--- src/hdl/mes_pkg.sv ---
// Midpoint element search: shared constants, codes and control structs.
// Used by both interfaces and by every module of the block but mes_ram; depends on nothing.

package mes_pkg;

  localparam int MAX_ELEMS   = 32;
  localparam int DATA_W      = 32;
  localparam int IDX_W       = $clog2(MAX_ELEMS);
  localparam int LEN_W       = $clog2(MAX_ELEMS + 1);
  localparam int MID_W       = 5;
  localparam int COUNT_W     = 6;
  localparam int SUM_W       = DATA_W + 2;
  localparam int MAX_ENTRIES = 32;
  localparam logic [COUNT_W-1:0] COUNT_MAX = {COUNT_W{1'b1}};

  localparam logic KIND_ENTRY = 1'b0;
  localparam logic KIND_TOTAL = 1'b1;

  typedef enum logic [1:0] {
    RSEL_I,
    RSEL_J,
    RSEL_K
  } mes_rsel_t;

  typedef struct packed {
    logic      load_wr;
    logic      i_clr;
    logic      i_inc;
    logic      ai_cap;
    logic      j_clr;
    logic      j_inc;
    logic      aj_cap;
    logic      k_set;
    logic      k_issue;
    logic      hit_cap;
    logic      emit_entry;
    logic      emit_total;
    logic      run_clr;
    mes_rsel_t rsel;
  } mes_cmd_t;

  typedef struct packed {
    logic i_done;
    logic j_end;
    logic j_eq_i;
    logic k_end;
    logic hit;
    logic cnt_lt_max;
    logic slot_free;
  } mes_sts_t;

endpackage

--- src/hdl/mes_in_if.sv ---
// Input channel: one element per item, valid/ready handshake.
// Depends on mes_pkg.

interface mes_in_if import mes_pkg::*; ();
  logic                     valid;
  logic                     ready;
  logic signed [DATA_W-1:0] elem_value;
  logic                     last_item;

  modport source (output valid, elem_value, last_item, input ready);
  modport sink   (input valid, elem_value, last_item, output ready);
endinterface

--- src/hdl/mes_out_if.sv ---
// Result channel: match entries and the final total, valid/ready handshake.
// Depends on mes_pkg.

interface mes_out_if import mes_pkg::*; ();
  logic                     valid;
  logic                     ready;
  logic                     result_kind;
  logic [MID_W-1:0]         mid_index;
  logic [MID_W-1:0]         pair_first;
  logic [MID_W-1:0]         pair_second;
  logic signed [DATA_W-1:0] mid_value;
  logic [COUNT_W-1:0]       match_count;
  logic                     overflow_flag;
  logic                     last_result;

  modport source (output valid, result_kind, mid_index, pair_first, pair_second,
                  mid_value, match_count, overflow_flag, last_result,
                  input ready);
  modport sink   (input valid, result_kind, mid_index, pair_first, pair_second,
                  mid_value, match_count, overflow_flag, last_result,
                  output ready);
endinterface

--- src/hdl/midpoint_element_search.sv ---
// Elements are loaded one per item, one per cycle while the block is idle, into a 32-entry
// store; an item marked last starts the search, and the input stays stalled until the total
// result has been handed to the result register. The search over each i, each pair start j
// and each k scanned is paced by the single read port of the element store. Match entries
// leave in increasing i, then one total result. Elements beyond capacity are dropped and
// flagged on every result of that run.

module midpoint_element_search import mes_pkg::*; (
  input  logic      clk,
  input  logic      rst_n,
  mes_in_if.sink    in_ch,
  mes_out_if.source out_ch
);

  mes_cmd_t cmd;
  mes_sts_t sts;

  mes_ctrl u_ctrl (
    .clk          (clk),
    .rst_n        (rst_n),
    .in_valid     (in_ch.valid),
    .in_last_item (in_ch.last_item),
    .in_ready     (in_ch.ready),
    .sts          (sts),
    .cmd          (cmd)
  );

  mes_datapath u_dp (
    .clk               (clk),
    .rst_n             (rst_n),
    .cmd               (cmd),
    .sts               (sts),
    .in_elem_value     (in_ch.elem_value),
    .out_valid         (out_ch.valid),
    .out_ready         (out_ch.ready),
    .out_result_kind   (out_ch.result_kind),
    .out_mid_index     (out_ch.mid_index),
    .out_pair_first    (out_ch.pair_first),
    .out_pair_second   (out_ch.pair_second),
    .out_mid_value     (out_ch.mid_value),
    .out_match_count   (out_ch.match_count),
    .out_overflow_flag (out_ch.overflow_flag),
    .out_last_result   (out_ch.last_result)
  );

endmodule

--- src/hdl/mes_ram.sv ---
// Generic single-write, single-read RAM with registered read data.
// No dependencies.

module mes_ram #(
  parameter int WIDTH = 32,
  parameter int DEPTH = 32
) (
  input  logic                     clk,
  input  logic                     we,
  input  logic [$clog2(DEPTH)-1:0] waddr,
  input  logic [WIDTH-1:0]         wdata,
  input  logic [$clog2(DEPTH)-1:0] raddr,
  output logic [WIDTH-1:0]         rdata
);

  logic [WIDTH-1:0] mem [DEPTH];
  logic [WIDTH-1:0] rdata_r;

  always_ff @(posedge clk) begin
    if (we) begin
      mem[waddr] <= wdata;
    end
    rdata_r <= mem[raddr];
  end

  assign rdata = rdata_r;

endmodule

--- src/hdl/mes_datapath.sv ---
// Datapath: element store, index counters, 34-bit pair compare, result register.
// Depends on mes_pkg and mes_ram; driven by mes_ctrl through mes_cmd_t.

module mes_datapath import mes_pkg::*; (
  input  logic                     clk,
  input  logic                     rst_n,
  input  mes_cmd_t                 cmd,
  output mes_sts_t                 sts,
  input  logic signed [DATA_W-1:0] in_elem_value,
  output logic                     out_valid,
  input  logic                     out_ready,
  output logic                     out_result_kind,
  output logic [MID_W-1:0]         out_mid_index,
  output logic [MID_W-1:0]         out_pair_first,
  output logic [MID_W-1:0]         out_pair_second,
  output logic signed [DATA_W-1:0] out_mid_value,
  output logic [COUNT_W-1:0]       out_match_count,
  output logic                     out_overflow_flag,
  output logic                     out_last_result
);

  logic [LEN_W-1:0]   len_r, len_nxt;
  logic               drop_r, drop_nxt;
  logic [COUNT_W-1:0] cnt_r, cnt_nxt;
  logic [LEN_W-1:0]   i_r, i_nxt;
  logic [LEN_W-1:0]   j_r, j_nxt;
  logic [LEN_W-1:0]   k_r, k_nxt;
  logic [LEN_W-1:0]   pk_r;
  logic               pvld_r, pvld_nxt;
  logic [LEN_W-1:0]   kh_r;
  logic [DATA_W-1:0]  ai_r;
  logic [DATA_W-1:0]  aj_r;

  logic               ov_r, ov_nxt;
  logic               okind_r;
  logic [MID_W-1:0]   omi_r, opj_r, opk_r;
  logic [DATA_W-1:0]  omv_r;
  logic [COUNT_W-1:0] ocnt_r;
  logic               oovf_r;

  logic               we;
  logic [IDX_W-1:0]   raddr;
  logic [DATA_W-1:0]  rdata;
  logic [SUM_W-1:0]   sum;
  logic [SUM_W-1:0]   twice;
  logic               k_live;

  assign we = cmd.load_wr && (len_r < LEN_W'(MAX_ELEMS));

  always_comb begin
    case (cmd.rsel)
      RSEL_I:  raddr = i_r[IDX_W-1:0];
      RSEL_J:  raddr = j_r[IDX_W-1:0];
      default: raddr = k_r[IDX_W-1:0];
    endcase
  end

  mes_ram #(.WIDTH(DATA_W), .DEPTH(MAX_ELEMS)) u_store (
    .clk   (clk),
    .we    (we),
    .waddr (len_r[IDX_W-1:0]),
    .wdata (in_elem_value),
    .raddr (raddr),
    .rdata (rdata)
  );

  // exact sum of the pair against twice the midpoint candidate
  assign sum   = {{2{aj_r[DATA_W-1]}}, aj_r} + {{2{rdata[DATA_W-1]}}, rdata};
  assign twice = {ai_r[DATA_W-1], ai_r, 1'b0};
  assign k_live = (k_r < len_r) && (k_r != i_r);

  always_comb begin
    len_nxt  = len_r;
    drop_nxt = drop_r;
    cnt_nxt  = cnt_r;
    i_nxt    = i_r;
    j_nxt    = j_r;
    k_nxt    = k_r;
    pvld_nxt = pvld_r;
    ov_nxt   = ov_r;

    if (cmd.load_wr) begin
      if (we) begin
        len_nxt = len_r + LEN_W'(1);
      end else begin
        drop_nxt = 1'b1;
      end
    end
    if (cmd.i_clr) i_nxt = '0;
    if (cmd.i_inc) i_nxt = i_r + LEN_W'(1);
    if (cmd.j_clr) j_nxt = '0;
    if (cmd.j_inc) j_nxt = j_r + LEN_W'(1);
    if (cmd.k_set) begin
      k_nxt    = j_r + LEN_W'(1);
      pvld_nxt = 1'b0;
    end else if (cmd.k_issue) begin
      k_nxt    = k_r + LEN_W'(1);
      pvld_nxt = k_live;
    end
    if (cmd.hit_cap && (cnt_r != COUNT_MAX)) begin
      cnt_nxt = cnt_r + COUNT_W'(1);
    end
    if (cmd.run_clr) begin
      len_nxt  = '0;
      drop_nxt = 1'b0;
      cnt_nxt  = '0;
    end

    if (cmd.emit_entry || cmd.emit_total) begin
      ov_nxt = 1'b1;
    end else if (out_ready) begin
      ov_nxt = 1'b0;
    end
  end

  always_ff @(posedge clk) begin
    if (!rst_n) begin
      len_r  <= '0;
      drop_r <= 1'b0;
      cnt_r  <= '0;
      pvld_r <= 1'b0;
      ov_r   <= 1'b0;
    end else begin
      len_r  <= len_nxt;
      drop_r <= drop_nxt;
      cnt_r  <= cnt_nxt;
      pvld_r <= pvld_nxt;
      ov_r   <= ov_nxt;
    end
  end

  always_ff @(posedge clk) begin
    i_r <= i_nxt;
    j_r <= j_nxt;
    k_r <= k_nxt;
    if (cmd.k_issue) pk_r <= k_r;
    if (cmd.hit_cap) kh_r <= pk_r;
    if (cmd.ai_cap)  ai_r <= rdata;
    if (cmd.aj_cap)  aj_r <= rdata;
    if (cmd.emit_entry) begin
      okind_r <= KIND_ENTRY;
      omi_r   <= MID_W'(i_r);
      opj_r   <= MID_W'(j_r);
      opk_r   <= MID_W'(kh_r);
      omv_r   <= ai_r;
      ocnt_r  <= '0;
      oovf_r  <= drop_r;
    end else if (cmd.emit_total) begin
      okind_r <= KIND_TOTAL;
      omi_r   <= '0;
      opj_r   <= '0;
      opk_r   <= '0;
      omv_r   <= '0;
      ocnt_r  <= cnt_r;
      oovf_r  <= drop_r;
    end
  end

  assign sts.i_done     = (i_r >= len_r);
  assign sts.j_end      = ((j_r + LEN_W'(1)) >= len_r);
  assign sts.j_eq_i     = (j_r == i_r);
  assign sts.k_end      = (k_r >= len_r);
  assign sts.hit        = pvld_r && (sum == twice);
  assign sts.cnt_lt_max = (cnt_r < COUNT_W'(MAX_ENTRIES));
  assign sts.slot_free  = !ov_r || out_ready;

  assign out_valid         = ov_r;
  assign out_result_kind   = okind_r;
  assign out_mid_index     = omi_r;
  assign out_pair_first    = opj_r;
  assign out_pair_second   = opk_r;
  assign out_mid_value     = omv_r;
  assign out_match_count   = ocnt_r;
  assign out_overflow_flag = oovf_r;
  assign out_last_result   = (okind_r == KIND_TOTAL);

endmodule

--- src/hdl/mes_ctrl.sv ---
// Controller: load phase and the i/j/k search sequence.
// Depends on mes_pkg; drives mes_datapath through mes_cmd_t.

module mes_ctrl import mes_pkg::*; (
  input  logic     clk,
  input  logic     rst_n,
  input  logic     in_valid,
  input  logic     in_last_item,
  output logic     in_ready,
  input  mes_sts_t sts,
  output mes_cmd_t cmd
);

  localparam logic [2:0] ST_IDLE    = 3'd0;
  localparam logic [2:0] ST_I_START = 3'd1;
  localparam logic [2:0] ST_I_WAIT  = 3'd2;
  localparam logic [2:0] ST_J_START = 3'd3;
  localparam logic [2:0] ST_J_WAIT  = 3'd4;
  localparam logic [2:0] ST_K_SCAN  = 3'd5;
  localparam logic [2:0] ST_EMIT    = 3'd6;
  localparam logic [2:0] ST_TOTAL   = 3'd7;

  logic [2:0] state_r, state_nxt;

  assign in_ready = (state_r == ST_IDLE);

  always_comb begin
    state_nxt = state_r;
    cmd       = '0;
    cmd.rsel  = RSEL_K;
    unique case (state_r)
      ST_IDLE: begin
        if (in_valid) begin
          cmd.load_wr = 1'b1;
          if (in_last_item) begin
            cmd.i_clr = 1'b1;
            state_nxt = ST_I_START;
          end
        end
      end
      ST_I_START: begin
        cmd.rsel = RSEL_I;
        state_nxt = sts.i_done ? ST_TOTAL : ST_I_WAIT;
      end
      ST_I_WAIT: begin
        cmd.ai_cap = 1'b1;
        cmd.j_clr  = 1'b1;
        state_nxt  = ST_J_START;
      end
      ST_J_START: begin
        cmd.rsel = RSEL_J;
        if (sts.j_end) begin
          cmd.i_inc = 1'b1;
          state_nxt = ST_I_START;
        end else if (sts.j_eq_i) begin
          cmd.j_inc = 1'b1;
        end else begin
          state_nxt = ST_J_WAIT;
        end
      end
      ST_J_WAIT: begin
        cmd.aj_cap = 1'b1;
        cmd.k_set  = 1'b1;
        state_nxt  = ST_K_SCAN;
      end
      ST_K_SCAN: begin
        cmd.k_issue = !sts.k_end;
        if (sts.hit) begin
          cmd.hit_cap = 1'b1;
          if (sts.cnt_lt_max) begin
            state_nxt = ST_EMIT;
          end else begin
            cmd.i_inc = 1'b1;
            state_nxt = ST_I_START;
          end
        end else if (sts.k_end) begin
          cmd.j_inc = 1'b1;
          state_nxt = ST_J_START;
        end
      end
      ST_EMIT: begin
        if (sts.slot_free) begin
          cmd.emit_entry = 1'b1;
          cmd.i_inc      = 1'b1;
          state_nxt      = ST_I_START;
        end
      end
      ST_TOTAL: begin
        if (sts.slot_free) begin
          cmd.emit_total = 1'b1;
          cmd.run_clr    = 1'b1;
          state_nxt      = ST_IDLE;
        end
      end
      default: state_nxt = ST_IDLE;
    endcase
  end

  always_ff @(posedge clk) begin
    if (!rst_n) begin
      state_r <= ST_IDLE;
    end else begin
      state_r <= state_nxt;
    end
  end

endmodule

--- src/flat_wrapper.sv ---
// flat-port wrapper written by rule: the top's interface ports become plain ports
module midpoint_element_search_flat import mes_pkg::*;
  (clk, rst_n, in_ch_valid, in_ch_elem_value, in_ch_last_item, in_ch_ready, out_ch_valid, out_ch_result_kind, out_ch_mid_index, out_ch_pair_first, out_ch_pair_second, out_ch_mid_value, out_ch_match_count, out_ch_overflow_flag, out_ch_last_result, out_ch_ready);
  mes_in_if in_ch_i ();
  mes_out_if out_ch_i ();
  input  logic clk;
  input  logic rst_n;
  input wire logic [$bits(in_ch_i.valid)-1:0] in_ch_valid;
  input wire logic [$bits(in_ch_i.elem_value)-1:0] in_ch_elem_value;
  input wire logic [$bits(in_ch_i.last_item)-1:0] in_ch_last_item;
  output wire logic [$bits(in_ch_i.ready)-1:0] in_ch_ready;
  output wire logic [$bits(out_ch_i.valid)-1:0] out_ch_valid;
  output wire logic [$bits(out_ch_i.result_kind)-1:0] out_ch_result_kind;
  output wire logic [$bits(out_ch_i.mid_index)-1:0] out_ch_mid_index;
  output wire logic [$bits(out_ch_i.pair_first)-1:0] out_ch_pair_first;
  output wire logic [$bits(out_ch_i.pair_second)-1:0] out_ch_pair_second;
  output wire logic [$bits(out_ch_i.mid_value)-1:0] out_ch_mid_value;
  output wire logic [$bits(out_ch_i.match_count)-1:0] out_ch_match_count;
  output wire logic [$bits(out_ch_i.overflow_flag)-1:0] out_ch_overflow_flag;
  output wire logic [$bits(out_ch_i.last_result)-1:0] out_ch_last_result;
  input wire logic [$bits(out_ch_i.ready)-1:0] out_ch_ready;
  assign in_ch_i.valid = in_ch_valid;
  assign in_ch_i.elem_value = in_ch_elem_value;
  assign in_ch_i.last_item = in_ch_last_item;
  assign in_ch_ready = in_ch_i.ready;
  assign out_ch_valid = out_ch_i.valid;
  assign out_ch_result_kind = out_ch_i.result_kind;
  assign out_ch_mid_index = out_ch_i.mid_index;
  assign out_ch_pair_first = out_ch_i.pair_first;
  assign out_ch_pair_second = out_ch_i.pair_second;
  assign out_ch_mid_value = out_ch_i.mid_value;
  assign out_ch_match_count = out_ch_i.match_count;
  assign out_ch_overflow_flag = out_ch_i.overflow_flag;
  assign out_ch_last_result = out_ch_i.last_result;
  assign out_ch_i.ready = out_ch_ready;
  midpoint_element_search u_core (.clk(clk), .rst_n(rst_n), .in_ch(in_ch_i), .out_ch(out_ch_i));
endmodule
--- config.mk ---
export PLATFORM = sky130hd
export DESIGN_NAME = midpoint_element_search_flat
export DESIGN_NICKNAME = d
export VERILOG_FILES = /design/src/hdl/mes_pkg.sv /design/src/hdl/mes_in_if.sv /design/src/hdl/mes_out_if.sv /design/src/hdl/midpoint_element_search.sv /design/src/hdl/mes_ram.sv /design/src/hdl/mes_datapath.sv /design/src/hdl/mes_ctrl.sv /design/src/flat_wrapper.sv
export SDC_FILE = /design/constraint.sdc
export NUM_CORES = 2
export LEC_CHECK = 0
export ABC_AREA = 1
export BUFFER_PORTS_ARGS = -buffer_cell sky130_fd_sc_hd__buf_4
export CAP_MARGIN = 0
export CORE_MARGIN = 2
export CORE_UTILIZATION = 46
export CTS_CLUSTER_SIZE = 12
export DETAILED_ROUTE_END_ITERATION = 16
export GPL_TIMING_DRIVEN = 0
export PLACE_DENSITY = 0.7
export SETUP_SLACK_MARGIN = 0.3
export SLEW_MARGIN = 20
export SYNTH_ARGS = -nofsm -noshare
export SYNTH_HDL_FRONTEND = slang
export SYNTH_SLANG_ARGS = --single-unit
--- constraint.sdc ---
create_clock -name clk -period 12.1 [get_ports clk]
set_clock_uncertainty 0.05 [all_clocks]
set_input_delay 0.605 -clock clk [delete_from_list [all_inputs] [get_ports clk]]
set_output_delay 0.605 -clock clk [all_outputs]
set_load 0.01 [all_outputs]
==> qor.csv <==
stage,metric,value,unit
drt,firstDrtPassIters,8,
floorplanning,pin_count,95,
timing,tightestPinTransition,1.261,ns
setup_path,timing.critical_path.required,12.62,ns
timing,clock.fmax,213.5,MHz
timing,finalCritPeriodShare,38.72,%
logic_synthesis,ys.warnings.count,0,
layout,final_nets,4619,
clock_tree,clock_sinks,1221,
logic_synthesis,synth_edf_count,1164,
timing,grt_setup_unrepaired,false,
layout,areaGrowthSynthToFinish,13.96,%
logic_synthesis,ys.flop_type,edfxtp_1,
logic_synthesis,seq_area_frac_synth,70.36,%
power,power_per_cell_area,249.3,nW/um2
timing,finalHoldViolCount,0,
layout,mostFrequentLayoutCell,nand2_1,
setup_path,crit_path_max_incr_delay,0.88,ns
clock_tree,post_cts_resized,0,
logic_synthesis,synthArstFlopShare,0,%
setup_path,worst_setup_path_start_kind,flip-flop,
drt,top_layer,met4,
logic_synthesis,synth.ff_latch_count,1221,
logic_synthesis,synth.net_count,4364,
placement,place_hpwl,97940,um
drt,drt-wirelength-per-cell,23.62,um
hold_path,hp-class,in2reg,
setup_path,timing.critical_path.fanout_max,10,
drt,wirelength,143800,um
global_routing,grt_overflow_total,0,
drt,met2_length,62960,um
floorplanning,fp.coreArea,110700,um2
drt,vias_per_cell,5.711,
timing,final-setup-viol-count,0,
clock_tree,cts.htree.levels,3,
drt,detailroute.via_count,34760,
global_routing,grt_pass1_wl,209600,um
layout,ff_latch_area,36090,um2
layout,layout_common_cells,"nand2_1, edfxtp_1, a21oi_1, inv_1, clkbuf_1",
clock_tree,hold_fix_buffer_count_after_cts,0,
timing,fin_crit,4.685,ns
setup_path,timing.setup.critical_path_class,reg2reg,
power,ir_worst_vdd,137.9,uV
logic_synthesis,netlist-cell-type-count,55,
clock_tree,post_cts_buffers,0,
clock_tree,root_buffer,clkbuf_16,
clock_tree,numCtsBuffers,119,
setup_path,arrival_time_worst_endpoint,5.21,ns
drt,met3_wirelength,16750,um
clock_tree,cts-root-to-sink-buffers,3,
floorplanning,num_rows,122,
drt,ant_nets,0,
run,drv.max_cap_violation_count,0,
layout,fraction_of_layout_cells_with_a_size_suffix_above_1,9.617,%
timing,max-slew-margin-rel,14.90,%
placement,placedInstanceArea,55060,um2
floorplanning,die-area,114200,um2
run_status,status,"finished, final reports clean",
drt,route.layer.met1.wl,57630,um
logic_synthesis,syn_area_per_cell,12.02,um2
floorplanning,die_x,337.9,um
global_routing,antenna_violations_before_repair,3,
placement,port_buffers,94,
layout,footprint_of_the_multi_input_gates,13570,um2
layout,stdcell_area,58460,um2
timing,slew_violations,0,
global_routing,grt_pass1_vias,32990,
logic_synthesis,number_of_cells_produced_by_synthesis,4268,
floorplanning,die-height,337.9,um
drt,drtIter0Drc,4469,
global_routing,overall_fraction_of_global_route_tracks_in_use,25.07,%
setup_path,crit_path_cell_trace,inv_2 -> nor2_2 -> inv_2 -> a22oi_1 -> o21a_1 -> buf_2 -> clkbuf_1 -> buf_2 -> nand2_1 -> o311ai_0 -> nand3_1 -> o21a_1,
clock_tree,clk-insertion-delay-late,0.73,ns
floorplanning,initial_core_util,46.35,%
placement,rd_place_congestion,0.9671,
global_routing,largest_net_degree_at_the_start_of_global_routing,33,
layout,fillerInstances,9169,
clock_tree,cts_tree,yes,
setup_path,nature_of_the_critical_path_endpoint,flip-flop,
power,total_leakage_power,20.75,nW
logic_synthesis,post_synth_instance_area,51300,um2
timing,finalSetupTns,0,ns
setup_path,crit_path_top_delay_cell,clkbuf_1,
clock_tree,clock_slew_at_reported_path_ffs,0.06,ns
drt,drc,0,
## metal layers
| metal | track usage [%] | vias to the layer above |
|---|---|---|
| met5 | 0 | - |
| met4 | 10.45 | 0 |
| met3 | 5.423 | 274 |
| met2 | 37.96 | 1954 |
| met1 | 35.17 | 16740 |
| li1 | - | 15790 |
## worst max-delay path, delay by kind of cell, from the launching register on
family,cells,cell delay [ns]
flops,1,0.50
simple gates,3,0.83
buf+inv,5,1.97
compound gates,4,1.19
## registers in the layout (all words and copies together), names as in the netlist, 5 cells and up
register and cells:
u_core.u_dp.len_r 6, u_core.u_dp.cnt_r 6, u_core.u_dp.u_store.rdata 32, u_core.u_dp.ai_r 32, u_core.u_dp.i_r 6, u_core.u_dp.out_pair_first 5, u_core.u_dp.aj_r 32, u_core.u_dp.u_store.mem 1024
u_core.u_dp.k_r 6, u_core.u_dp.out_match_count 6, u_core.u_dp.out_mid_value 32, u_core.u_dp.kh_r 5, u_core.u_dp.pk_r 5, u_core.u_dp.out_pair_second 5, u_core.u_dp.out_mid_index 5, u_core.u_dp.j_r 6
## power breakdown
part	switching, mW	internal (mW)	total (mW)
Combinational	4.43	1.77	6.20
Clock	1.52	1.82	3.35
Sequential	0.131	4.90	5.03
## area by class of cell
class	count	share of cell area, %
buffer	222	1.674
clock buffer	168	5.479
antenna	2	0.008561
multi-input combinational	2580	23.21
clock inverter	26	0.3317
tap	1488	3.185
inverter	245	1.573
sequential	1221	61.74
timing repair buffer	134	2.793
## logic make-up after synthesis
family,synth area share (%)
DFF,70.36
adders and majority gates,1.454
xor gates and xnor gates,0.5634
buffers and inverters,3.700
and+or+nand+nor,13.19
AOI/OAI and AO/OA,10.73
## stage by stage
stage / std cells / hold slack (ns) / setup slack, ns / utilization [%] / total power [mW]
after floorplan: 4268 / 0.3503 / 7.912 / - / 8.705
after global placement: 5850 / 0.3523 / 5.974 / 48.67 / 10.96
after detailed placement: 5890 / 0.3545 / 7.731 / 49.75 / 11.09
after CTS: 6084 / 0.06064 / 7.696 / 52.82 / 14.41
after global routing: 6084 / 0.1261 / 7.489 / 52.82 / 15.19
final: 6086 / 0.09727 / 7.415 / 52.82 / 14.58
## cells in the mapped netlist (3+ instances only)
cell      number  share of area, %
o21ai_0       22              0.21
dfxtp_1       57               2.2
o211ai_1      32              0.47
clkinv_1       3             0.022
o21a_1        42              0.61
o22ai_1        4             0.049
o21ai_1        4             0.039
a32oi_1       32              0.55
nand3_1      110               1.1
nor2_4         3             0.066
buf_2        106               1.0
clkbuf_1      95              0.70
nor2_2         4             0.049
o311ai_0      68               1.2
a32o_1       129               2.5
buf_1         17              0.12
nand2_1     1378                10
nand2_2        3             0.037
nor3_1        15              0.15
a21oi_1      294               2.9
a22oi_1        4             0.059
a21boi_0      98               1.4
ha_1          58               1.4
nor2_1       169               1.2
o311ai_1      28              0.48
buf_4          3             0.044
inv_1        235               1.7
inv_2          7             0.051
nand4_1       13              0.16
edfxtp_1    1164                68
nand3b_1       6             0.088
xnor2_1       16              0.27
and2_1         4             0.049
xor2_1        17              0.29
## path summary, 6_finish.rpt
| kind | cells past startpoint | startpoint | slack, ns | end |
|---|---|---|---|---|
| setup / recovery | 12 | u_core.u_ctrl.state_r[0] | 7.42 | u_core.u_dp.u_store.rdata[20] |
| hold / removal | 3 | rst_n | 0.1 | u_core.u_ctrl.state_r[0] |
| hold reg to reg | 0 | u_core.u_dp.pk_r[4] | 0.37 | u_core.u_dp.kh_r[4] |
| setup reg to reg | 12 | u_core.u_ctrl.state_r[0] | 7.42 | u_core.u_dp.u_store.rdata[20] |
Note: power is estimated with default switching activity, not from simulation.
